## config.mk

```make
export PLATFORM = sky130hd
export DESIGN_NAME = dct_ram
export DESIGN_NICKNAME = d
export VERILOG_FILES = /design/src/sv/dct_ram.sv
export SDC_FILE = /design/constraint.sdc
export NUM_CORES = 2
export LEC_CHECK = 0
export ABC_AREA = 0
export BUFFER_PORTS_ARGS = -buffer_cell sky130_fd_sc_hd__buf_2
export CAP_MARGIN = 20
export CORE_MARGIN = 2
export CORE_UTILIZATION = 40
export DETAILED_ROUTE_END_ITERATION = 10
export MAX_ROUTING_LAYER = met4
export PLACE_DENSITY = 0.63
export SKIP_CTS_REPAIR_TIMING = 1
export SLEW_MARGIN = 25
export SYNTH_ARGS = -nofsm -noshare
export SYNTH_HDL_FRONTEND = slang
export SYNTH_SLANG_ARGS = --single-unit
```

## constraint.sdc

```tcl
create_clock -name clk -period 2.8 [get_ports clk]
set_input_delay 0.14 -clock clk [delete_from_list [all_inputs] [get_ports clk]]
set_output_delay 0.14 -clock clk [all_outputs]
set_load 0.02 [all_outputs]
```

## src/sv/dct_ram.sv

```systemverilog
// generic single-write, single-read ram with registered read data
module dct_ram #(
  parameter int WIDTH = 8,
  parameter int DEPTH = 512
) (
  input  logic                     clk,
  input  logic                     we,
  input  logic [$clog2(DEPTH)-1:0] waddr,
  input  logic [WIDTH-1:0]         wdata,
  input  logic                     re,
  input  logic [$clog2(DEPTH)-1:0] raddr,
  output logic [WIDTH-1:0]         rdata
);

  logic [WIDTH-1:0] mem [DEPTH];

  // write port
  always_ff @(posedge clk) begin
    if (we) begin
      mem[waddr] <= wdata;
    end
  end

  // registered read, old data on a same-address write
  always_ff @(posedge clk) begin
    if (re) begin
      rdata <= mem[raddr];
    end
  end

endmodule

```

* Yosys cells after proc, flatten, opt, wreduce, memory -nomap -nowiden
Memories as Yosys holds them, arrays and structs flattened. A register that Yosys moved wholly into a read port is not among the register bits. Cells that the tools add are included.
Word-level totals: memories 1, word-level logic and storage cells 3, output and inout bits 8, flip-flop bits (word level) 0, RAM bits 4096
Memories:
- mem | depth 512, bits a word 8, rd ports 1, clocked after memory_dff 1, write ports 1, line 15 | logic [WIDTH-1:0] mem [DEPTH];
Cells by class: muxes and demuxes 2
Operators by type and width (number):
- $mux 1 | 2

* Logic depth before layout (Yosys ltp)
depth in word-level cells 2, mapped depth 12

* Least setup slack after synthesis
No wires, ideal clock.
path type in2reg, start input raddr[0], end register rdata[0] (read register of mem) (data pin), cell stages on the path 10, data required time 2543 ps, buffers on the path 4, setup slack 549 ps, data arrival time 1994 ps, path through buf_4 -> buf_12 -> buf_12 -> buf_2 -> mux4_2 -> o21ai_0 -> nand3_1 -> nand4_1 -> o21ai_0 -> o2111a_1
RTL lines:
- start, declared | line 11 | input logic [$clog2(DEPTH)-1:0] raddr,
- end, declared | line 12 | output logic [WIDTH-1:0] rdata

==> impl_results.md <==
- Util after Layout: 0.4712
- Cell Rows: 232
- I/O pins: 37
- Via count: 85220
- Xor-xnor portion of the synthesized cell area: 0
- Via density: 5.788
- Max-cap violations: 0
- Fillers: 32750
- Worst skew pair latency: 970 ps
- Fin nets: 9165
- Post-synthesis simple-gate area fraction: 0.02630
- Largest family of logic cells by synthesized area: multiplexers
- WL final: 431200 um
- CP bufs+invs: 0
- DRT antenna net count: 0
- GRT Total Usage: 0.2142
- CTS Root Cell: clkbuf_16
- Area growth from synthesis to layout: 17.45%
- CP Max Fanout: 1
- First-pass GRT wire length: 617100 um
- Share of layout cells above drive strength 1: 0.2610
- CTS tree: built
- Leak pwr: 61.38 nW
- Top cells by count, synth: 4104 x edfxtp_1, 797 x mux2i_1, 654 x mux4_2
- Slew Limit Headroom: 0.2748
- Async SR Flop Fraction: 0
- GPL Wtd Cong: 0.9266
- Power Dens Cells: 678.6 mW/mm2
- Die width: 636.5 um
- Adder-Cell Fraction of Synth Area: 0
- Port Buffers: 36
- Mapped Area: 0.1600 mm2
- F_max: 0.3698 GHz
- Antenna violations before repair: 20
- Seq/Total Area, Yosys: 0.7702
- Critical path capture point type: flip-flop
- Pre-antenna DRT Iters: 6
- Req. time, crit path: 3530 ps
- Place WS: -981.4 ps
- Worst-margin pin slew: 1088 ps
- CP Class: reg2reg
- Count of flip-flops with a built-in enable after synthesis: 4104
- GRT overflow: 0
- Most common cell in the netlist: edfxtp_1
- Multiplexer share of the synthesized area: 0.1419
- CP Cell Sequence: mux4_2 -> a22oi_1 -> a21oi_1 -> a31oi_1 -> nor4_1 -> o2111a_1
- Syn nets: 8059
- Largest net degree at the start of global routing: 124
- Final setup margin: 95.95 ps
- Max IR drop VDD: 516.9 uV
- # DRC: 0
- Worst Skew: 65.72 ps
- Wirelength per Cell: 29.28 um
- Worst hold path class: in2reg
- Synth Instances: 8030
- Critical-path top delay cell: a22oi_1
- Crit path max-delay family: compound AO/OA/AOI/OAI gates
- Hold WS: 84.57 ps
- Cell variety after synth: 50
- Crit-path max cell delay: 480 ps
- Htree depth: 5
- Hpwl dp: 277500 um
- Outcome: finished clean
- Syn. warnings: 0
- Worst EP arrival: 3430 ps
- Maximum buffer depth of the clock tree: 4
- Die area: 0.4051 mm2
- Yosys top cell area share: 0.7702
- Final Max Tran Viols: 0
- Total CTS buffers: 391
- Die Y: 636.5 um
- Drt initial violations: 10890
- Avg Cell Area, Syn: 19.93 um2
- Clock-pin slew on the worst setup and hold paths: 60 ps
- Final worst path period share: 0.9657
- Cell taking the most area after synthesis: edfxtp_1
- Tmin final: 2704 ps
- Number of global-route vias before repair: 84820
- Synth Area in Compound Gates: 0.04311
- Clk sinks: 4104
- Final hold violation count: 0
- CP startpoint kind: flip-flop
- Yosys reg bits: 4104
- Main flop type after synthesis: edfxtp_1
- Final setup fails: 0
- Synth top area cells: edfxtp_1 77%, mux4_2 9.2%, mux2i_1 5.0%
- Core ar.: 0.3988 mm2
- Starting Density: 0.4012
cell families after synthesis:
family	after synthesis
buffers and inverters	516
and+or+nand+nor	980
muxes	1451
AOI/OAI and AO/OA	979
DFF	4104
per-stage QoR:
stage	total power, W	area, um2	cells	TNS [ps]
CTS	0.1281	187700	14700	-639.7
global placement	0.07584	175000	14000	-6162
global route	0.1307	187900	14720	-2.687
detailed placement	0.07595	175000	14000	-5874
finish	0.1275	187900	14720	0
floorplan	0.07224	160000	8030	0
cell usage in the layout, fill, tap and decap left out, types with 12 or more instances in the layout:
master / n
o221ai_1: 371
nor3_1: 107
bufinv_16: 43
clkbuf_16: 399
nand3_1: 32
buf_2: 24
o22ai_1: 163
diode_2: 16
a22oi_1: 61
nand4_1: 32
mux2i_1: 797
o31ai_1: 13
nor2_1: 595
buf_12: 161
a21oi_1: 194
and2_1: 19
edfxtp_1: 4104
buf_4: 1019
nand2_1: 97
clkbuf_1: 75
a211oi_1: 17
nor4_1: 25
nand2_4: 12
clkinv_1: 79
mux4_2: 654
clkinv_2: 64
o21ai_0: 117
path summary, 6_finish.rpt:
kind	start	to	slack, ps	depth (start not counted)
setup / recovery	mem[19][1]$_DFFE_PP_	rdata[1]$_DFFE_PP_	100	6
hold / removal	raddr[3]	rdata[5]$_DFFE_PP_	80	4
setup reg to reg	mem[19][1]$_DFFE_PP_	rdata[1]$_DFFE_PP_	100	6
hold reg to reg	mem[374][5]$_DFFE_PP_	rdata[5]$_DFFE_PP_	1320	7
flip-flops by register name, indices dropped and copies added (netlist names):
signal	count
mem	4096
rdata	8
layer usage:
metal  share of wire  track usage
met5               0            -
met3           0.085      0.03292
met1            0.40       0.2865
met4           0.034      0.06683
met2            0.48       0.3396
cell type report:
type,instances,area (um2),area share
Multi-Input combinational cell,3410,34100,0.1814
Inverter,3,18.77,0.00009987
Clock inverter,226,2414,0.01284
Tap cell,5265,6588,0.03505
Timing Repair Buffer,1226,11270,0.05995
Sequential cell,4104,123200,0.6558
Antenna cell,16,40.04,0.0002131
Clock buffer,474,10270,0.05463
report_power, final:
group / total, W / leakage, nW / internal, W / switching [W]
Clock: 0.0528 / 6.18 / 0.0301 / 0.0227
Combinational: 0.00699 / 18.3 / 0.00255 / 0.00444
Sequential: 0.0677 / 36.9 / 0.0677 / 0.0000553
worst register-to-register path: cells and delay by family (launching register included):
| family | cells | cell delay [ps] |
|---|---|---|
| simple gates | 1 | 280 |
| compound gates | 4 | 1360 |
| flops | 1 | 370 |
| mux | 1 | 470 |
No activity file was read; power rests on OpenSTA's default activity.
