===== src/sv/dct_pkg.sv =====
// shared types, constants and register codes of the change range tracker
package dct_pkg;

  // default geometry
  localparam int DCT_CHANNELS  = 512;
  localparam int DCT_ZERO_HOLD = 8;

  // field widths
  localparam int LEVEL_W = 8;
  localparam int WIN_W   = 10;
  localparam int CHAN_W  = 9;
  localparam int TOTAL_W = 10;
  localparam int RUNS_W  = 9;
  localparam int OUT_DW  = 48;

  // configuration port
  localparam int CFG_AW = 4;
  localparam int CFG_DW = 32;

  // register reset values
  localparam logic             CHECK_NULL_RST   = 1'b1;
  localparam logic [WIN_W-1:0] WINDOW_FIRST_RST = 10'd1;
  localparam logic [WIN_W-1:0] WINDOW_LAST_RST  = 10'd512;

  // register index, taken from paddr[3:2]
  typedef enum logic [1:0] {
    REG_CHECK_NULL   = 2'd0,
    REG_WINDOW_FIRST = 2'd1,
    REG_WINDOW_LAST  = 2'd2
  } cfg_reg_t;

  typedef struct packed {
    logic             check_null;
    logic [WIN_W-1:0] window_first;
    logic [WIN_W-1:0] window_last;
  } cfg_t;

endpackage


===== src/sv/dct_cfg.sv =====
// configuration registers behind the apb-style port
module dct_cfg (
  input  logic                       clk,
  input  logic                       rst_n,
  input  logic                       psel,
  input  logic                       penable,
  input  logic                       pwrite,
  input  logic [dct_pkg::CFG_AW-1:0] paddr,
  input  logic [dct_pkg::CFG_DW-1:0] pwdata,
  output logic [dct_pkg::CFG_DW-1:0] prdata,
  output logic                       pready,
  output dct_pkg::cfg_t              cfg
);
  import dct_pkg::*;

  logic             check_null_r;
  logic [WIN_W-1:0] window_first_r;
  logic [WIN_W-1:0] window_last_r;
  logic             wr_en;
  cfg_reg_t         reg_sel;

  assign pready  = 1'b1;
  assign wr_en   = psel & penable & pwrite & pready;
  assign reg_sel = cfg_reg_t'(paddr[3:2]);

  // register writes
  always_ff @(posedge clk) begin
    if (!rst_n) begin
      check_null_r   <= CHECK_NULL_RST;
      window_first_r <= WINDOW_FIRST_RST;
      window_last_r  <= WINDOW_LAST_RST;
    end else if (wr_en) begin
      unique case (reg_sel)
        REG_CHECK_NULL:   check_null_r   <= pwdata[0];
        REG_WINDOW_FIRST: window_first_r <= pwdata[WIN_W-1:0];
        REG_WINDOW_LAST:  window_last_r  <= pwdata[WIN_W-1:0];
        default: ;
      endcase
    end
  end

  // read back
  always_comb begin
    unique case (reg_sel)
      REG_CHECK_NULL:   prdata = {{(CFG_DW-1){1'b0}}, check_null_r};
      REG_WINDOW_FIRST: prdata = {{(CFG_DW-WIN_W){1'b0}}, window_first_r};
      REG_WINDOW_LAST:  prdata = {{(CFG_DW-WIN_W){1'b0}}, window_last_r};
      default:          prdata = '0;
    endcase
  end

  assign cfg.check_null   = check_null_r;
  assign cfg.window_first = window_first_r;
  assign cfg.window_last  = window_last_r;

endmodule


===== config.mk =====
export PLATFORM = sky130hd
export DESIGN_NAME = dct_cfg
export DESIGN_NICKNAME = d
export VERILOG_FILES = /design/src/sv/dct_pkg.sv /design/src/sv/dct_cfg.sv
export SDC_FILE = /design/constraint.sdc
export NUM_CORES = 1
export LEC_CHECK = 0
export ABC_CLOCK_PERIOD_IN_PS = 1630
export CAP_MARGIN = 20
export CORE_ASPECT_RATIO = 0.75
export CORE_MARGIN = 2
export CORE_UTILIZATION = 40
export DETAILED_ROUTE_END_ITERATION = 8
export DONT_BUFFER_PORTS = 1
export SLEW_MARGIN = 5
export SYNTH_ARGS = -nofsm -noshare
export SYNTH_HDL_FRONTEND = slang
export SYNTH_SLANG_ARGS = --single-unit
export TNS_END_PERCENT = 100

===== constraint.sdc =====
create_clock -name clk -period 1.63 [get_ports clk]
set_input_delay 0.489 -clock clk [delete_from_list [all_inputs] [get_ports clk]]
set_output_delay 0.489 -clock clk [all_outputs]
set_load 0.02 [all_outputs]

; Word-level counts from Yosys, hierarchy flattened
; Cells that the tools add are included.
[classes]
n_addsub = 0
multipliers = 0
div = 0
order_cmp = 0
n_eq_ne = 2
n_shift = 0
muxes = 1
bitwise_logic = 2
reduce_logical = 4
[ops]
columns = op, n
row1 = case mux 10 bit (3 select lines), 1
row2 = AND reduction 2 bit, 3
row3 = AND 1 bit, 2
row4 = "== test 2 x 1 -> 1 bit, second input constant", 1
row5 = "== test 2 bit, second input constant", 1
row6 = logical NOT 2 bit, 1
[word_totals]
regBits = 21
latch_bits = 0
ramBits = 0
rom_bits = 0
input_bits = 41
output_inout_bits = 54
word_cells = 12
mem_count = 0

; Logic depth before layout (Yosys ltp)
[depth]
depth_word = 3
ltp_mapped = 5
depth_no_buf = 3

; Worst setup path before layout
; OpenSTA, ideal clock, no wires.
[synth_timing]
path_type = input -> output
startpoint = input port paddr[3] (netlist name)
endpoint = output port prdata[0] (netlist name)
arrival_ps = 1134
t_required_ps = 1141
path_slack_ps = 7
path_stages = 4
n_path_buf = 1
path_cell_list = nor2b_1 -> buf_2 -> nand2_1 -> o21ai_0
[synth_via]
elab_chain_len = 2
elab_cells_between_ends = 4
cone_classes = eq/ne (2) / mux (1) / reduce/logical (1)
[synth_lines]
columns = element, line_no
row1 = "start, declared", dct_cfg.sv:8  ; input logic [dct_pkg::CFG_AW-1:0] paddr,
row2 = == test 2 bit (tied with other cells), dct_cfg.sv:44  ; unique case (reg_sel)
row3 = case mux 10 bit (3 select lines) *, dct_cfg.sv:44
row4 = "end, declared", dct_cfg.sv:10  ; output logic [dct_pkg::CFG_DW-1:0] prdata,
; Mark *: on every way between the ends. The rest lies on a longest branch, timed or not.

; Worst setup path after layout
[layout_timing]
startpoint = input port paddr[2] (netlist name)
endpoint = output port prdata[4] (netlist name)
; The elaborated chain is that of the path after synthesis.

==> metrics.yaml <==
outcome:
  run_status: "finished clean"
grt:
  antenna_found_initial: 0
  grt_pass1_wl_um: 3770
  grt_max_degree: 33
  overflow: 0
  grt_pass1_vias: 832
  track_usage: 0.155
route:
  routed_wl_um: 2540
  ant_nets: 0
  routed_via_density: 4.59
  num_vias: 849
  drt_first_pass_iters: 2
  route.detailed.drc: 0
  post_drt_wl_per_cell_um: 13.7
  drt_iter0_markers: 25
yosys:
  synthCells: 126
  synth_top_area_share: 0.371
  yosys_warnings: 0
  synth_area_per_cell_um2: 9.00
  netlist_area_mm2: 0.00113
  netlist-cell-type-count: 18
  seq_area_frac_synth: 0.371
  yosys_register_bits: 21
  ys_top_cells_by_area: "dfxtp_1 (37%), mux2i_1 (19%), buf_4 (17%), nand2_1 (9.6%), a22o_1 (7.0%)"
  yosysTopAreaCell: "dfxtp_1"
setup_path:
  cp-start-kind: "primary input"
  crit_path_top_delay_cell: "a22o_1"
  critical_path.top_delay_family: "compound AO/OA/AOI/OAI gates"
  worst_ep_arrival_time_ps: 1090
  crit_buf_inv: 1
  crit_chain: "nor2b_2 -> buf_12 -> a22o_1"
  crit_fanout: 10
  endpoint_kind: "primary output"
  critPathMaxStageDelay_ps: 310
  worstSetupPathType: "primary input to primary output"
  cp.required_ps: 1140
sta:
  setup_viol: 0
  maxSlewViolCount: 0
  hold_viol_final: 0
  period_share: 0.967
  hold_ws_ps: 327
  fin_crit_ps: 1580
  setup_slack_ps: 53.3
  finalClockSkew_ps: 0
  rsz0062_at_grt: "no"
  max_freq_mhz: 634
  fin_tns_setup_ps: 0
place:
  placed_cell_area_mm2: 0.00126
  dpl.hpwl_um: 1950
  dp_slack_ps: 27.1
  gp_congestion: 0.641
  port_buffers: 0
layout:
  area_delta_synth_final_pct: 15.6
  final_cell_mix: "nand2_1 (29), buf_4 (28), conb_1 (23)"
  layout_commonest_cell: "nand2_1"
  final_area_mm2: 0.00131
  drive_above_1_share: 0.235
  final_nets: 191
  n_antenna_cell: 0
job:
  cap_violations: 0
worst_hold_path:
  min-delay-path-class: "primary input to register"
clock_network:
  cts_buffers: 3
  clock_latency_ps: 260
  cts_tree: "built"
  cts.clk_slew.worst_paths_ps: 70
  cts.sinks: 21
  post_cts.repair.setup_buffers: 0
  cts-root-buf: "clkbuf_8"
  clock_path_buffers: 2
  htree_levels: 1
floorplan:
  die_h_um: 50.1
  die_w_um: 65.5
  io_pins: 95
  num_rows: 16
  core_mm2: 0.00264
  start_util: 0.429
  fp.dieArea_mm2: 0.00328
power:
  total_leakage_power_nw: 0.574
  ir_worst_vdd_mv: 0.474
  power.density_mw_per_mm2: 760
## sequential cells by signal, summed over array words and instances, names as in the netlist
signal          cells
window_last_r      10
check_null_r        1
window_first_r     10
## cell usage after synthesis, drive strengths merged
cell and count:
a22o 9, dfxtp 21, mux2i 21, clkbuf 3, nor2b 5, inv 1, and3 1, nor3b 1
nand2 29, o21ai 1, o211ai 1, buf 28, nand3 1, conb 2, and2 2
## cell type report
| cell class | instances | area [um^2] |
|---|---|---|
| Tap cell | 36 | 45.0 |
| Timing Repair Buffer | 29 | 230 |
| Inverter | 1 | 3.75 |
| Multi-Input combinational cell | 94 | 564 |
| Fill cell | 277 | 1330 |
| Sequential cell | 21 | 420 |
| Clock buffer | 3 | 41.3 |
| Clock inverter | 1 | 5.00 |
## routing by layer
layer	GRT usage	vias up	wire [um]	part of all wire
met5	0	-	0	0
met4	0.0417	0	12	0.0047
met3	0.0731	2	241	0.095
met2	0.291	35	1300	0.51
met1	0.153	398	987	0.39
li1	-	414	-	-
## metrics by stage
stage               power (mW)  instances  utilization
floorplan                0.687        147            -
global placement         0.663        181        0.477
detailed placement       0.666        181        0.477
CTS                       1.01        185        0.495
global route              1.05        185        0.496
finish                   0.995        185        0.496
## kinds of logic after synthesis
kind of cell,count (synthesis),share of synthesized area
and+or+nand+nor,39,0.153
buffers and inverters,32,0.203
AOI/OAI and AO/OA,11,0.0806
muxes,21,0.185
other,2,0.00662
DFF,21,0.371
## power by group
part / switching (mW) / internal [mW]
Combinational: 0.0940 / 0.0377
Clock: 0.170 / 0.170
Sequential: 0.00344 / 0.519
## timing repair
action / in CTS / in global routing
hold endpoints to repair: 0 / 0
hold buffers: 0 / 0
setup endpoints to repair: 0 / 1
gates resized for setup: 0 / 1
## final timing paths
path                                  startpoint                        endpoint  slack [ps]  depth (start not counted)
setup reg to reg       check_null_r$_SDFFE_PN1P_       check_null_r$_SDFFE_PN1P_         850                          3
setup / recovery                        paddr[2]                       prdata[4]          50                          3
hold reg to reg   window_first_r[2]$_SDFFE_PN0P_  window_first_r[2]$_SDFFE_PN0P_         620                          3
hold / removal                             rst_n   window_last_r[9]$_SDFFE_PN1P_         330                          1
No activity file was read; power rests on OpenSTA's default activity.
