File: src/sv/dct_pkg.sv
// shared types, constants and register codes of the change range tracker
package dct_pkg;

  // default geometry
  localparam int DCT_CHANNELS  = 512;
  localparam int DCT_ZERO_HOLD = 8;

  // field widths
  localparam int LEVEL_W = 8;
  localparam int WIN_W   = 10;
  localparam int CHAN_W  = 9;
  localparam int TOTAL_W = 10;
  localparam int RUNS_W  = 9;
  localparam int OUT_DW  = 48;

  // configuration port
  localparam int CFG_AW = 4;
  localparam int CFG_DW = 32;

  // register reset values
  localparam logic             CHECK_NULL_RST   = 1'b1;
  localparam logic [WIN_W-1:0] WINDOW_FIRST_RST = 10'd1;
  localparam logic [WIN_W-1:0] WINDOW_LAST_RST  = 10'd512;

  // register index, taken from paddr[3:2]
  typedef enum logic [1:0] {
    REG_CHECK_NULL   = 2'd0,
    REG_WINDOW_FIRST = 2'd1,
    REG_WINDOW_LAST  = 2'd2
  } cfg_reg_t;

  typedef struct packed {
    logic             check_null;
    logic [WIN_W-1:0] window_first;
    logic [WIN_W-1:0] window_last;
  } cfg_t;

endpackage

File: src/sv/dct_core.sv
// channel update stage: mark and hold logic, run tracking, result register
module dct_core #(
  parameter int CHANNELS  = dct_pkg::DCT_CHANNELS,
  parameter int ZERO_HOLD = dct_pkg::DCT_ZERO_HOLD,
  localparam int CHW = $clog2(CHANNELS),
  localparam int HW  = $clog2(ZERO_HOLD + 1),
  localparam int MW  = dct_pkg::LEVEL_W + 1 + HW
) (
  input  logic                        clk,
  input  logic                        rst_n,
  input  dct_pkg::cfg_t               cfg,
  // accepted item and its channel
  input  logic                        in_accept,
  input  logic [CHW-1:0]              in_ch,
  input  logic [dct_pkg::LEVEL_W-1:0] in_level,
  output logic                        in_ready,
  // channel memory
  input  logic [MW-1:0]               mem_rdata,
  output logic                        mem_we,
  output logic [CHW-1:0]              mem_waddr,
  output logic [MW-1:0]               mem_wdata,
  // result side
  output logic                        out_valid,
  input  logic                        out_ready,
  output logic                        out_range_valid,
  output logic                        out_frame_done,
  output logic [dct_pkg::CHAN_W-1:0]  out_range_first,
  output logic [dct_pkg::CHAN_W-1:0]  out_range_last,
  output logic [dct_pkg::TOTAL_W-1:0] out_total_bytes,
  output logic [dct_pkg::RUNS_W-1:0]  out_single_runs,
  output logic [dct_pkg::RUNS_W-1:0]  out_pack_runs
);
  import dct_pkg::*;

  localparam int CMPW = (CHW + 1 > WIN_W) ? CHW + 1 : WIN_W;
  localparam logic [CHW-1:0] LAST_CH = CHW'(CHANNELS - 1);
  localparam logic [HW-1:0]  HOLD    = HW'(ZERO_HOLD);

  // stage registers
  logic               s1_v_r;
  logic [CHW-1:0]     s1_ch_r;
  logic [LEVEL_W-1:0] s1_lvl_r;
  logic               byp_r;
  logic [MW-1:0]      byp_data_r;
  logic [CHW:0]       fill_r;

  // frame state
  logic               run_open_r;
  logic [CHW-1:0]     run_start_r;
  logic [CHW:0]       byte_tot_r;
  logic [CHW:0]       single_tot_r;
  logic [CHW:0]       pack_tot_r;

  // result register
  logic               out_v_r;
  logic               o_rv_r;
  logic               o_fd_r;
  logic [CHAN_W-1:0]  o_first_r;
  logic [CHAN_W-1:0]  o_last_r;
  logic [TOTAL_W-1:0] o_bytes_r;
  logic [RUNS_W-1:0]  o_single_r;
  logic [RUNS_W-1:0]  o_pack_r;

  // combinational
  logic               s1_go;
  logic               s1_fire;
  logic [MW-1:0]      old_word;
  logic [LEVEL_W-1:0] old_lvl;
  logic               old_mark;
  logic [HW-1:0]      old_cnt;
  logic [CMPW-1:0]    num;
  logic               in_win;
  logic               mark_a;
  logic               mark_nxt;
  logic [HW-1:0]      cnt_nxt;
  logic               first_ch;
  logic               is_last;
  logic               open_e;
  logic [CHW-1:0]     start_e;
  logic [CHW:0]       bytes_e;
  logic [CHW:0]       single_e;
  logic [CHW:0]       pack_e;
  logic               closing;
  logic [CHW-1:0]     close_last;
  logic [CHW:0]       run_len;
  logic               emit;
  logic               run_open_nxt;
  logic [CHW-1:0]     run_start_nxt;
  logic [CHW:0]       byte_tot_nxt;
  logic [CHW:0]       single_tot_nxt;
  logic [CHW:0]       pack_tot_nxt;
  logic [31:0]        first32;
  logic [31:0]        last32;
  logic [31:0]        bytes32;
  logic [31:0]        single32;
  logic [31:0]        pack32;

  assign s1_go    = !out_v_r || out_ready;
  assign s1_fire  = s1_v_r && s1_go;
  assign in_ready = !s1_v_r || s1_go;

  // stored entry: forwarded, read back, or reset value at or past the fill count
  always_comb begin
    if (byp_r) begin
      old_word = byp_data_r;
    end else if ({1'b0, s1_ch_r} < fill_r) begin
      old_word = mem_rdata;
    end else begin
      old_word = '0;
    end
  end
  assign {old_lvl, old_mark, old_cnt} = old_word;

  // change marking and zero hold
  assign num    = CMPW'(s1_ch_r) + CMPW'(1);
  assign in_win = (num >= CMPW'(cfg.window_first)) && (num <= CMPW'(cfg.window_last));
  assign mark_a = old_mark || (in_win && (old_lvl != s1_lvl_r));

  always_comb begin
    mark_nxt = mark_a;
    cnt_nxt  = old_cnt;
    if (mark_a) begin
      if (s1_lvl_r != '0) begin
        cnt_nxt = '0;
      end else if (old_cnt < HOLD) begin
        cnt_nxt = old_cnt + HW'(1);
      end else if (cfg.check_null) begin
        mark_nxt = 1'b0;
      end
    end
  end

  assign mem_we    = s1_fire;
  assign mem_waddr = s1_ch_r;
  assign mem_wdata = {s1_lvl_r, mark_nxt, cnt_nxt};

  // frame state as seen by this channel, cleared on channel zero
  assign first_ch = (s1_ch_r == '0);
  assign is_last  = (s1_ch_r == LAST_CH);
  assign open_e   = first_ch ? 1'b0 : run_open_r;
  assign start_e  = first_ch ? '0 : run_start_r;
  assign bytes_e  = first_ch ? '0 : byte_tot_r;
  assign single_e = first_ch ? '0 : single_tot_r;
  assign pack_e   = first_ch ? '0 : pack_tot_r;

  // run open and close
  always_comb begin
    run_open_nxt  = open_e;
    run_start_nxt = start_e;
    closing       = 1'b0;
    close_last    = s1_ch_r;
    if (mark_nxt) begin
      if (!open_e) begin
        run_open_nxt  = 1'b1;
        run_start_nxt = s1_ch_r;
      end
      if (is_last) begin
        closing = 1'b1;
      end
    end else if (open_e) begin
      closing    = 1'b1;
      close_last = s1_ch_r - CHW'(1);
    end
    if (closing) begin
      run_open_nxt = 1'b0;
    end
  end

  assign run_len = {1'b0, close_last} - {1'b0, run_start_nxt} + (CHW+1)'(1);

  // running totals
  always_comb begin
    byte_tot_nxt   = bytes_e;
    single_tot_nxt = single_e;
    pack_tot_nxt   = pack_e;
    if (closing) begin
      byte_tot_nxt = bytes_e + run_len;
      if (run_len == (CHW+1)'(1)) begin
        single_tot_nxt = single_e + (CHW+1)'(1);
      end else begin
        pack_tot_nxt = pack_e + (CHW+1)'(1);
      end
    end
  end

  assign emit = closing || is_last;

  // output fields masked to their widths
  assign first32  = closing ? 32'(run_start_nxt) : '0;
  assign last32   = closing ? 32'(close_last) : '0;
  assign bytes32  = 32'(byte_tot_nxt);
  assign single32 = 32'(single_tot_nxt);
  assign pack32   = 32'(pack_tot_nxt);

  // input stage
  always_ff @(posedge clk) begin
    if (!rst_n) begin
      s1_v_r <= 1'b0;
    end else if (in_accept) begin
      s1_v_r <= 1'b1;
    end else if (s1_go) begin
      s1_v_r <= 1'b0;
    end
  end

  always_ff @(posedge clk) begin
    if (in_accept) begin
      s1_ch_r    <= in_ch;
      s1_lvl_r   <= in_level;
      byp_r      <= s1_v_r && (s1_ch_r == in_ch);
      byp_data_r <= mem_wdata;
    end
  end

  // fill count and frame state
  always_ff @(posedge clk) begin
    if (!rst_n) begin
      fill_r       <= '0;
      run_open_r   <= 1'b0;
      run_start_r  <= '0;
      byte_tot_r   <= '0;
      single_tot_r <= '0;
      pack_tot_r   <= '0;
    end else if (s1_fire) begin
      if ({1'b0, s1_ch_r} == fill_r) begin
        fill_r <= fill_r + (CHW+1)'(1);
      end
      run_open_r   <= run_open_nxt;
      run_start_r  <= run_start_nxt;
      byte_tot_r   <= byte_tot_nxt;
      single_tot_r <= single_tot_nxt;
      pack_tot_r   <= pack_tot_nxt;
    end
  end

  // result register
  always_ff @(posedge clk) begin
    if (!rst_n) begin
      out_v_r <= 1'b0;
    end else if (s1_go) begin
      out_v_r <= s1_v_r && emit;
    end
  end

  always_ff @(posedge clk) begin
    if (s1_fire) begin
      o_rv_r     <= closing;
      o_fd_r     <= is_last;
      o_first_r  <= first32[CHAN_W-1:0];
      o_last_r   <= last32[CHAN_W-1:0];
      o_bytes_r  <= bytes32[TOTAL_W-1:0];
      o_single_r <= single32[RUNS_W-1:0];
      o_pack_r   <= pack32[RUNS_W-1:0];
    end
  end

  assign out_valid       = out_v_r;
  assign out_range_valid = o_rv_r;
  assign out_frame_done  = o_fd_r;
  assign out_range_first = o_first_r;
  assign out_range_last  = o_last_r;
  assign out_total_bytes = o_bytes_r;
  assign out_single_runs = o_single_r;
  assign out_pack_runs   = o_pack_r;

`ifndef ASSERT_OFF
  // a stalled item keeps its channel
  a_stall_hold: assert property (@(posedge clk) disable iff (!rst_n)
    s1_v_r && !s1_go |=> s1_v_r && $stable(s1_ch_r))
    else $error("stalled item lost its channel");

  // fill count never passes the channel count
  a_fill_bound: assert property (@(posedge clk) disable iff (!rst_n)
    fill_r <= (CHW+1)'(CHANNELS))
    else $error("fill count beyond channel count");

  // channels are visited as a prefix: never beyond the fill count
  a_prefix: assert property (@(posedge clk) disable iff (!rst_n)
    s1_v_r |-> ({1'b0, s1_ch_r} <= fill_r))
    else $error("channel beyond fill count");

  // a forwarded entry only follows a write to the same channel
  a_bypass: assert property (@(posedge clk) disable iff (!rst_n)
    in_accept && s1_v_r |=> byp_r == ($past(s1_ch_r) == s1_ch_r))
    else $error("forwarding flag wrong");
`endif

endmodule

File: config.mk
export PLATFORM = sky130hd
export DESIGN_NAME = dct_core
export DESIGN_NICKNAME = d
export VERILOG_FILES = /design/src/sv/dct_pkg.sv /design/src/sv/dct_core.sv
export SDC_FILE = /design/constraint.sdc
export NUM_CORES = 1
export LEC_CHECK = 0
export BUFFER_PORTS_ARGS = -buffer_cell sky130_fd_sc_hd__buf_2
export CAP_MARGIN = 20
export CORE_UTILIZATION = 62
export CTS_CLUSTER_SIZE = 30
export DETAILED_ROUTE_END_ITERATION = 12
export PLACE_DENSITY = 0.95
export SLEW_MARGIN = 25
export SYNTH_ARGS = -nofsm -noshare
export SYNTH_HDL_FRONTEND = slang
export SYNTH_SLANG_ARGS = --single-unit
File: constraint.sdc
create_clock -name clk -period 13.31 [get_ports clk]
set_input_delay 2.662 -clock clk [delete_from_list [all_inputs] [get_ports clk]]
set_output_delay 2.662 -clock clk [all_outputs]
set_load 0.05 [all_outputs]
### Word-level counts from Yosys, hierarchy flattened

Cells that the tools add are included.

* input bits: 55
* logic and storage cells: 82
* memory bits (writable): 0
* memory bits (read-only): 0
* output and inout port bits: 73
* latch bits: 0
* memories kept: 0
* flip-flop bits (word level): 131

* shift-type cells: 0
* bitwise logic cells: 0
* reduce and logical (&&, ||, !) cells: 15
* magnitude comparators: 4
* div/mod/pow operators: 0
* eq/ne operators: 5
* add/sub/neg operators: 9
* mux-type cells: 30
* multipliers: 0

Operator list (count)
* $mux W10: 8
* $mux W9: 5
* $add A10 B1 Y10 const B: 4
* $mux W13: 2
* $mux W1: 12
* $mux W4: 3
* $add A10 B10 Y10: 1
* $add A9 B1 Y10 const B: 1
* $eq A10 B1 Y1 const B: 1
* $eq A9 B10 Y1: 1
* $ge A10 B10 Y1: 1
* $le A10 B10 Y1: 1
* $lt A9 B10 Y1: 1
* $sub A9 B9 Y10: 1
* $eq A9 B9 Y1: 1
* $eq A9 B9 Y1 const B: 1
* $logic_not A9 Y1: 1
* $sub A9 B1 Y9 const B: 1
* $ne A8 B8 Y1: 1
* $reduce_bool A8 Y1: 1
* $logic_and A1 B1 Y1: 5
* $add A4 B1 Y4 const B: 1
* $logic_or A1 B1 Y1: 4
* $lt A4 B4 Y1 const B: 1
* 3 further kinds: 4

### Longest topological paths before layout

Gate-level depths: netlist of the first run.

* depth in word-level cells: 13
* gate-level depth with buffers: 33
* mapped depth without buffers: 31

### Worst setup path after synthesis of the first run

No wires, ideal clock.

* path kind: input to output
* start point: input port cfg[3] in the netlist's numbering
* end point: output port mem_wdata[0]
* cell stages on the path: 13
* buffers on the path: 1
* data required time: 10.648 ns
* path slack: 5.101 ns
* data arrival time: 5.547 ns
* cells stage by stage: inv_1 ha_1 a21o_1 a21o_1 a21oi_1 o211ai_1 a2bb2o_1 nor2_1 a21oi_1 buf_2 nor3_1 a21oi_1 o21ai_0

* word-level cells in the longest chain between the ends: 5

RTL lines
* from (decl): line dct_core.sv:11 `input dct_pkg::cfg_t cfg,`
* $le A10 B10 Y1: line dct_core.sv:116 `assign in_win = (num >= CMPW'(cfg.window_first)) && (num <= CMPW'(cfg.window_last));`
* $logic_and A1 B1 Y1: line dct_core.sv:116
* $logic_and A1 B1 Y1: line dct_core.sv:117 `assign mark_a = old_mark || (in_win && (old_lvl != s1_lvl_r));`
* $logic_or A1 B1 Y1: line dct_core.sv:117
* $mux W4: line dct_core.sv:122 `if (mark_a) begin`
* to (decl): line dct_core.sv:21 `output logic [MW-1:0] mem_wdata,`

Every way passes these cells.

### Final worst setup path of the first run

* start point: input port cfg[15] in the netlist's numbering
* end point: register single_tot_r[8]

* word-level cells in the longest chain between the ends: 11

RTL lines
* $ge A10 B10 Y1: line dct_core.sv:116
* $logic_and A1 B1 Y1: line dct_core.sv:116
* $logic_and A1 B1 Y1: line dct_core.sv:117
* $logic_or A1 B1 Y1: line dct_core.sv:117
* $mux W1: line dct_core.sv:122
* $mux W9: line dct_core.sv:152 `if (mark_nxt) begin`
* named net run_start_nxt[1]: line dct_core.sv:88 `logic [CHW-1:0] run_start_nxt;`
* $sub A9 B9 Y10: line dct_core.sv:169 `assign run_len = {1'b0, close_last} - {1'b0, run_start_nxt} + (CHW+1)'(1);`
* $add A10 B1 Y10: line dct_core.sv:169
* $eq A10 B1 Y1: line dct_core.sv:178 `if (run_len == (CHW+1)'(1)) begin`
* $mux W10: line dct_core.sv:178
* $mux W10: line dct_core.sv:176 `if (closing) begin`
* to (signal assigned): line dct_core.sv:231 `single_tot_r <= single_tot_nxt;`
* to (decl): line dct_core.sv:51 `logic [CHW:0] single_tot_r;`

The timed path passes the listed nets, and every way through them passes these cells.
A chain may end at the register's enable or synchronous reset.

==> results.ini, run 1 <==
[pwr]
worst_ir_drop_vdd_mv=0.0934
p_per_area_nw_per_um2=133
power.total_w=0.00124
cellLeakagePower_nw=3.83

[floorplan]
die_height_um=116
design.portCount=128
fp-row-count=41
core_area_um2=12700
floorplan.die.width_um=116
initial_core_util_pct=63.9
fp.dieArea_um2=13500

[setup_path]
setup.worst_path.start_class=input port
worst_setup_path_startpoint=cfg[15]
worst_path_max_stage_delay_ns=0.68
reg2reg_from=mem_waddr[2]
critical-path-top-delay-family=simple AND/OR/NAND/NOR gates
crit_cells=25
critPathRequiredTime_ns=13.67
worst_reg2reg_endpoint=single_tot_r[8]
crit_path_max_fo=13
crit_path_arrival_time_ns=9.42
worst-path-buf-inv=3
setup.worst_path.class=input port to flip-flop
worst_setup_path_end_kind=flip-flop
worst_r2r_path_depth=27
rrSetupSlack_ns=5.15
endpoint=single_tot_r[8]
critical-path-slowest-cell=or4_1

[run_status]
status=finished clean

[run]
maxCapViolCount=0

[cts]
clkTransAtPathRegs_ns=0.06
tritoncts.num_buffers=17
h_tree_depth=4
clock_sink_total=129
post-cts-setup-buffer-count=0
cts_tree=done
worstSkewPairLatency_ns=0.43
post_cts_resize_count=0
clk_tree_root_cell=clkbuf_16
post_cts_hold_buffer_count=0
clock_tree.buffer_depth=2

[logic_synthesis]
syn_area_per_cell_um2=9.64
yosysSeqAreaShare_pct=41.6
ys_async_sr_fraction_pct=0
ys_top_cells_by_area=edfxtp_1 29%, dfxtp_1 12%, ha_1 9.6%, xnor2_1 4.8%, a21oi_1 3.2%
yosys_warnings=0
mappedNetlistArea_um2=8100
synth_ff_type=edfxtp_1
synth_area_leader_cell=edfxtp_1
synth.top_cell.area_share_pct=29.3
yosys_register_bits=129
synthesis.nets=959
synth-edff-count=79
synthDistinctLibCells=77
syn-instance-count=840

[timing]
final_clock_skew_ns=0.00702
max_freq_ghz=0.110
report.final.hold_viol_count=0
rsz0062_at_grt=no
timing_worst_slew_pin_value_ns=1.06
setup_viol=0
period_minus_slack_ns=9.06
fin_crit_sh_pct=68.0
final.setup.tns_ns=0
timing.final.max_slew_violations=0
timing.slew.headroom_pct=29.1

[routing]
mean_number_of_vias_per_cell=6.31
totalWireLength_mm=19.8
drt-pass1-iter-count=6
number_of_design_rule_violations_left_after_detail_routing=0
antenna_violating_nets_post_route=0
drt-initial-drc-count=794
avgRoutedWirePerCell_um=17.6
total_number_of_vias=7119

[placed_design]
dp_hpwl_mm=13.4
port_buffers=127
gp_routability_congestion=0.883

[cells_and_area]
layout_commonest_cell=buf_2
num_antenna_cells=0
area.growth.synth_to_final_pct=15.4
final_layout_size_suffix_gt1_share_pct=19.7
fin_nets=1062
mostFrequentLayoutCells=127 x buf_2, 79 x edfxtp_1, 65 x nand2_1, 62 x ha_1, 52 x inv_1

[grt]
antenna_found_initial=0
grt_use_total_pct=30.4
via_count_of_the_first_global_routing_pass=6804
grt_first_pass_wirelength_mm=31.6
globalRouteOverflowTotal=0
grt_start_max_net_pins=73

[hold_path]
worst_hold_path_type=flip-flop to flip-flop

[area by class of cell]
cell class / instances / area, µm²
sequential: 129 / 3370
inverter: 55 / 209
timing repair buffer: 132 / 673
clock buffer: 19 / 433
fill: 849 / 3320
clock inverter: 13 / 163
tap: 172 / 215
multi-input combinational: 608 / 4280
[flip-flops by register name, summed over array words and instances (netlist names)]
signal	cells
single_tot_r	9
s1_lvl_r	8
fill_r	10
byp_data_r	13
out_total_bytes	10
out_range_last	9
out_single_runs	9
run_start_r	9
byte_tot_r	10
byp_r	1
out_range_valid	1
pack_tot_r	9
mem_waddr	9
out_frame_done	1
s1_v_r	1
out_valid	1
out_pack_runs	9
out_range_first	9
run_open_r	1
[power breakdown]
group	switching (W)	internal, W
Sequential	0.0000188	0.000445
Clock	0.000180	0.000294
Combinational	0.000189	0.000112
Total	0.000388	0.000851
[worst min path at each step]
stage          slack, ns              to  depth (start not counted)            from
2_1_floorplan       0.45  run_start_r[0]                          1  run_start_r[0]
3_3_place_gp        0.47  run_start_r[4]                          1  run_start_r[4]
3_5_place_dp        0.47  run_start_r[4]                          1  run_start_r[4]
4_1_cts             0.49  run_start_r[4]                          1  run_start_r[4]
5_1_grt             0.51  run_start_r[1]                          1  run_start_r[1]
6_report            0.50  run_start_r[7]                          1  run_start_r[7]
[stage by stage]
stage	cell area, µm²	worst slack, ns	hold WS, ns	instances	util, %
finish	9350	4.25	0.496	1128	73.8
global route	9350	3.84	0.505	1128	73.8
CTS	9350	4.36	0.487	1128	73.8
detailed placement	8750	3.93	0.469	1096	69.1
global placement	8750	4.15	0.466	1096	69.1
floorplan	8100	5.10	0.449	840	-
[synthesized netlist by cell type, types with 5 or more instances]
cell type,number
and3_1,13
o21bai_1,5
a31oi_1,10
inv_1,53
nor4_1,8
nand2_1,65
o41ai_1,7
buf_6,5
nor3_1,20
a32oi_1,6
and2_1,27
xnor2_1,44
nor2_1,41
a21o_1,12
nand2b_1,15
or4_1,8
a22o_1,8
o211ai_1,11
o22ai_1,5
ha_1,62
xor2_1,11
o21ai_0,23
o31a_1,9
buf_2,9
a211oi_1,6
or3_1,10
nand3_1,43
a21oi_1,51
edfxtp_1,79
nand4_1,15
dfxtp_1,50
o21ai_1,7
clkbuf_1,31
[cells by family (layout without fill, tap and decap cells)]
group                    Yosys count  count (layout)  synth area share [%]
AND/OR/NAND/NOR                  279             279                  17.8
AO/OA/AOI/OAI                    201             201                  17.6
flip-flops                       129             129                  41.6
buffers and inverters            103             219                  5.50
adder cells (fa/ha/maj)           64              64                  10.1
XOR/XNOR                          55              55                  5.95
multiplexers                       9               9                  1.42
[worst reg2reg max path, stage by stage, from the launching register on]
cell and delay (ns):
edfxtp_1 0.72, and3_1 0.30, and3_1 0.20, nand2_1 0.06
nor4_1 0.39, ha_1 0.36, nand4_1 0.16, nor2_1 0.09
a21oi_1 0.15, o211ai_1 0.11, a2bb2o_1 0.33, nor2_1 0.16
a21oi_1 0.26, or3_1 0.56, a32o_1 0.35, ha_1 0.28
inv_1 0.04, ha_1 0.21, fa_1 0.40, a21o_1 0.17
a21oi_1 0.21, xnor2_1 0.11, or4_1 0.50, nor3_1 0.31
nand3_1 0.37, or4_1 0.68, or4_1 0.53, nand3_1 0.08
[metal layers]
| layer | global-route usage, % | share of wire (%) | up-vias |
|---|---|---|---|
| met2 | 52.7 | 49 | 431 |
| met4 | 14.7 | 3.3 | 0 |
| met5 | 0 | 0 | - |
| li1 | - | - | 3298 |
| met3 | 7.06 | 8.6 | 74 |
| met1 | 35.6 | 39 | 3316 |
No activity file was read; power rests on OpenSTA's default activity.
==> run 2, diff against run 1 <==
CORE_UTILIZATION = 58   (was 62)
PLACE_DENSITY = 0.91   (was 0.95)
clock period = 9.1 ns   (was 13.31 ns; I/O delays follow)
==> results.ini, run 2 (synthesized netlist as in run 1, its figures left out) <==
[run_status]
status=finished clean

[run]
maxCapViolCount=0  ; unchanged

[placed_design]
placedCellCount=1101  ; +0.46%
port_buffers=127  ; unchanged
gp_routability_congestion=0.885  ; +0.32%
dp_hpwl_mm=13.5  ; +0.48%
detailedPlace.worstSlack_ns=0.663  ; -3.27 ns

[setup_path]
worst_setup_path_end_kind=flip-flop
crit_path_arrival_time_ns=8.51  ; -0.91 ns
reg2reg_from=mem_waddr[3]
critical_path.most_common_cell=a21oi_1
worst_path_max_stage_delay_ns=0.85  ; +0.17 ns
worst_setup_path_startpoint=mem_waddr[3]
critical-path-slowest-cell=a21oi_1
setup.worst_path.start_class=flip-flop
critPathRequiredTime_ns=9.41  ; -4.26 ns
setup.worst_path.class=flip-flop to flip-flop
crit_path_max_fo=19  ; +6

[cts]
h_tree_depth=4  ; unchanged
clock_tree.buffer_depth=2  ; unchanged
clkTransAtPathRegs_ns=0.06  ; about the same
clock_sink_total=129  ; unchanged
worstSkewPairLatency_ns=0.43  ; about the same
post-cts-setup-buffer-count=0  ; unchanged
cts_tree=done
tritoncts.num_buffers=17  ; unchanged
clk_tree_root_cell=clkbuf_16
post_cts_hold_buffer_count=0  ; unchanged
post_cts_resize_count=0  ; unchanged

[timing]
rsz0062_at_grt=no
period_minus_slack_ns=8.19
timing_worst_slew_pin_value_ns=0.999  ; -0.0605 ns
fin_ws_ns=0.910  ; -3.35 ns
final_clock_skew_ns=0.0113  ; +0.00428 ns
fin_crit_sh_pct=90.0
timing.final.max_slew_violations=0  ; unchanged
report.final.hold_viol_count=0  ; unchanged
final.setup.tns_ns=0  ; unchanged
setup_viol=0  ; unchanged
hold_slack_ns=0.483  ; -0.0137 ns
timing.slew.headroom_pct=33.1  ; +4.0 points
max_freq_ghz=0.122

[routing]
totalWireLength_mm=19.8  ; +0.20%
drt-pass1-iter-count=6  ; unchanged
drt-initial-drc-count=746  ; -6.0%
avgRoutedWirePerCell_um=17.5  ; -0.33%
mean_number_of_vias_per_cell=6.18  ; -2.1%
number_of_design_rule_violations_left_after_detail_routing=0  ; unchanged
total_number_of_vias=7007  ; -1.6%
antenna_violating_nets_post_route=0  ; unchanged

[cells_and_area]
final_layout_size_suffix_gt1_share_pct=19.8  ; +0.17 points
layout_commonest_cell=buf_2
final.fill_count=998  ; +18%
layoutNonFillerInstCount=1134  ; +0.53%
largest_register_ffs=13  ; unchanged
num_antenna_cells=0  ; unchanged
post-route-util_pct=69.6  ; -4.2 points
area.growth.synth_to_final_pct=15.6
mostFrequentLayoutCells=127 x buf_2, 79 x edfxtp_1, 65 x nand2_1, 62 x ha_1, 52 x inv_1
fin_nets=1064  ; +0.19%
top_register=byp_data_r

[floorplan]
die_height_um=120  ; +3.3%
design.portCount=128  ; unchanged
floorplan.die.width_um=120  ; +3.3%
fp-row-count=42  ; +2.4%
initial_core_util_pct=60.2  ; -3.7 points
core_area_um2=13500  ; +6.2%
fp.dieArea_um2=14400  ; +6.8%

[grt]
grt_start_max_net_pins=73  ; unchanged
globalRouteOverflowTotal=0  ; unchanged
via_count_of_the_first_global_routing_pass=6814  ; +0.15%
grt_use_total_pct=28.4  ; -2.0 points
antenna_found_initial=0  ; unchanged
grt_first_pass_wirelength_mm=32.3  ; +2.1%

[hold_path]
worst_hold_path_type=flip-flop to flip-flop
holdCritStartpoint=run_start_r[3]

[pwr]
cellLeakagePower_nw=3.84  ; +0.20%
p_per_area_nw_per_um2=191  ; +44%
worst_ir_drop_vdd_mv=0.142  ; +53%

-- run 2: cell count changes in the layout (fill, tap and decap cells not counted), sizes merged --
| cell | delta |
|---|---|
| inv | +1 |
| bufinv | -1 |
| buf | +2 |
-- run 2: path summary, 6_finish.rpt --
path                          to  slack (ns)  cells after the start
setup / recovery   pack_tot_r[1]        0.91                     29
hold / removal    run_start_r[3]        0.48                      1
setup reg to reg   pack_tot_r[1]        0.91                     29
hold reg to reg   run_start_r[3]        0.48                      1
-- run 2: layout make-up --
class / count / area [µm²] / share of cell area [%]
multi-input combinational: 608 / 4290 / 45.8
clock inverter: 13 / 136 / 1.46
timing repair buffer: 134 / 696 / 7.43
sequential: 129 / 3370 / 36.0
inverter: 55 / 209 / 2.23
tap: 176 / 220 / 2.35
clock buffer: 19 / 443 / 4.73
-- run 2: layer usage --
metal	vias to the layer above	wire [µm]	track usage, %
li1	3303	-	-
met1	3269	7910	33.3
met2	376	9720	47.9
met3	59	1650	7.36
met4	0	558	14.7
met5	-	0	0
-- run 2: power breakdown --
group / total (W) / internal, W / switching [W]
logic: 0.000439 / 0.000164 / 0.000275
clock network: 0.000669 / 0.000409 / 0.000260
registers: 0.000679 / 0.000652 / 0.0000276
total: 0.00179 / 0.00122 / 0.000563
-- run 2: worst max-delay path: cells and delay by family, from the launching register on --
family / cells / cell delay (ns)
multiplexers: 1 / 0.43
flip-flops: 1 / 0.74
buffers and inverters: 2 / 0.24
AND/OR/NAND/NOR: 7 / 1.72
adder cells (fa/ha/maj): 4 / 1.21
AO/OA/AOI/OAI: 13 / 3.28
XOR/XNOR: 2 / 0.47
-- run 2: stage by stage --
| stage | total power (W) | cell area (µm²) |
|---|---|---|
| after floorplan | 0.00103 | 8100 |
| after global placement | 0.00110 | 8760 |
| after detailed placement | 0.00112 | 8770 |
| after CTS | 0.00178 | 9350 |
| after global routing | 0.00186 | 9360 |
| final | 0.00179 | 9360 |
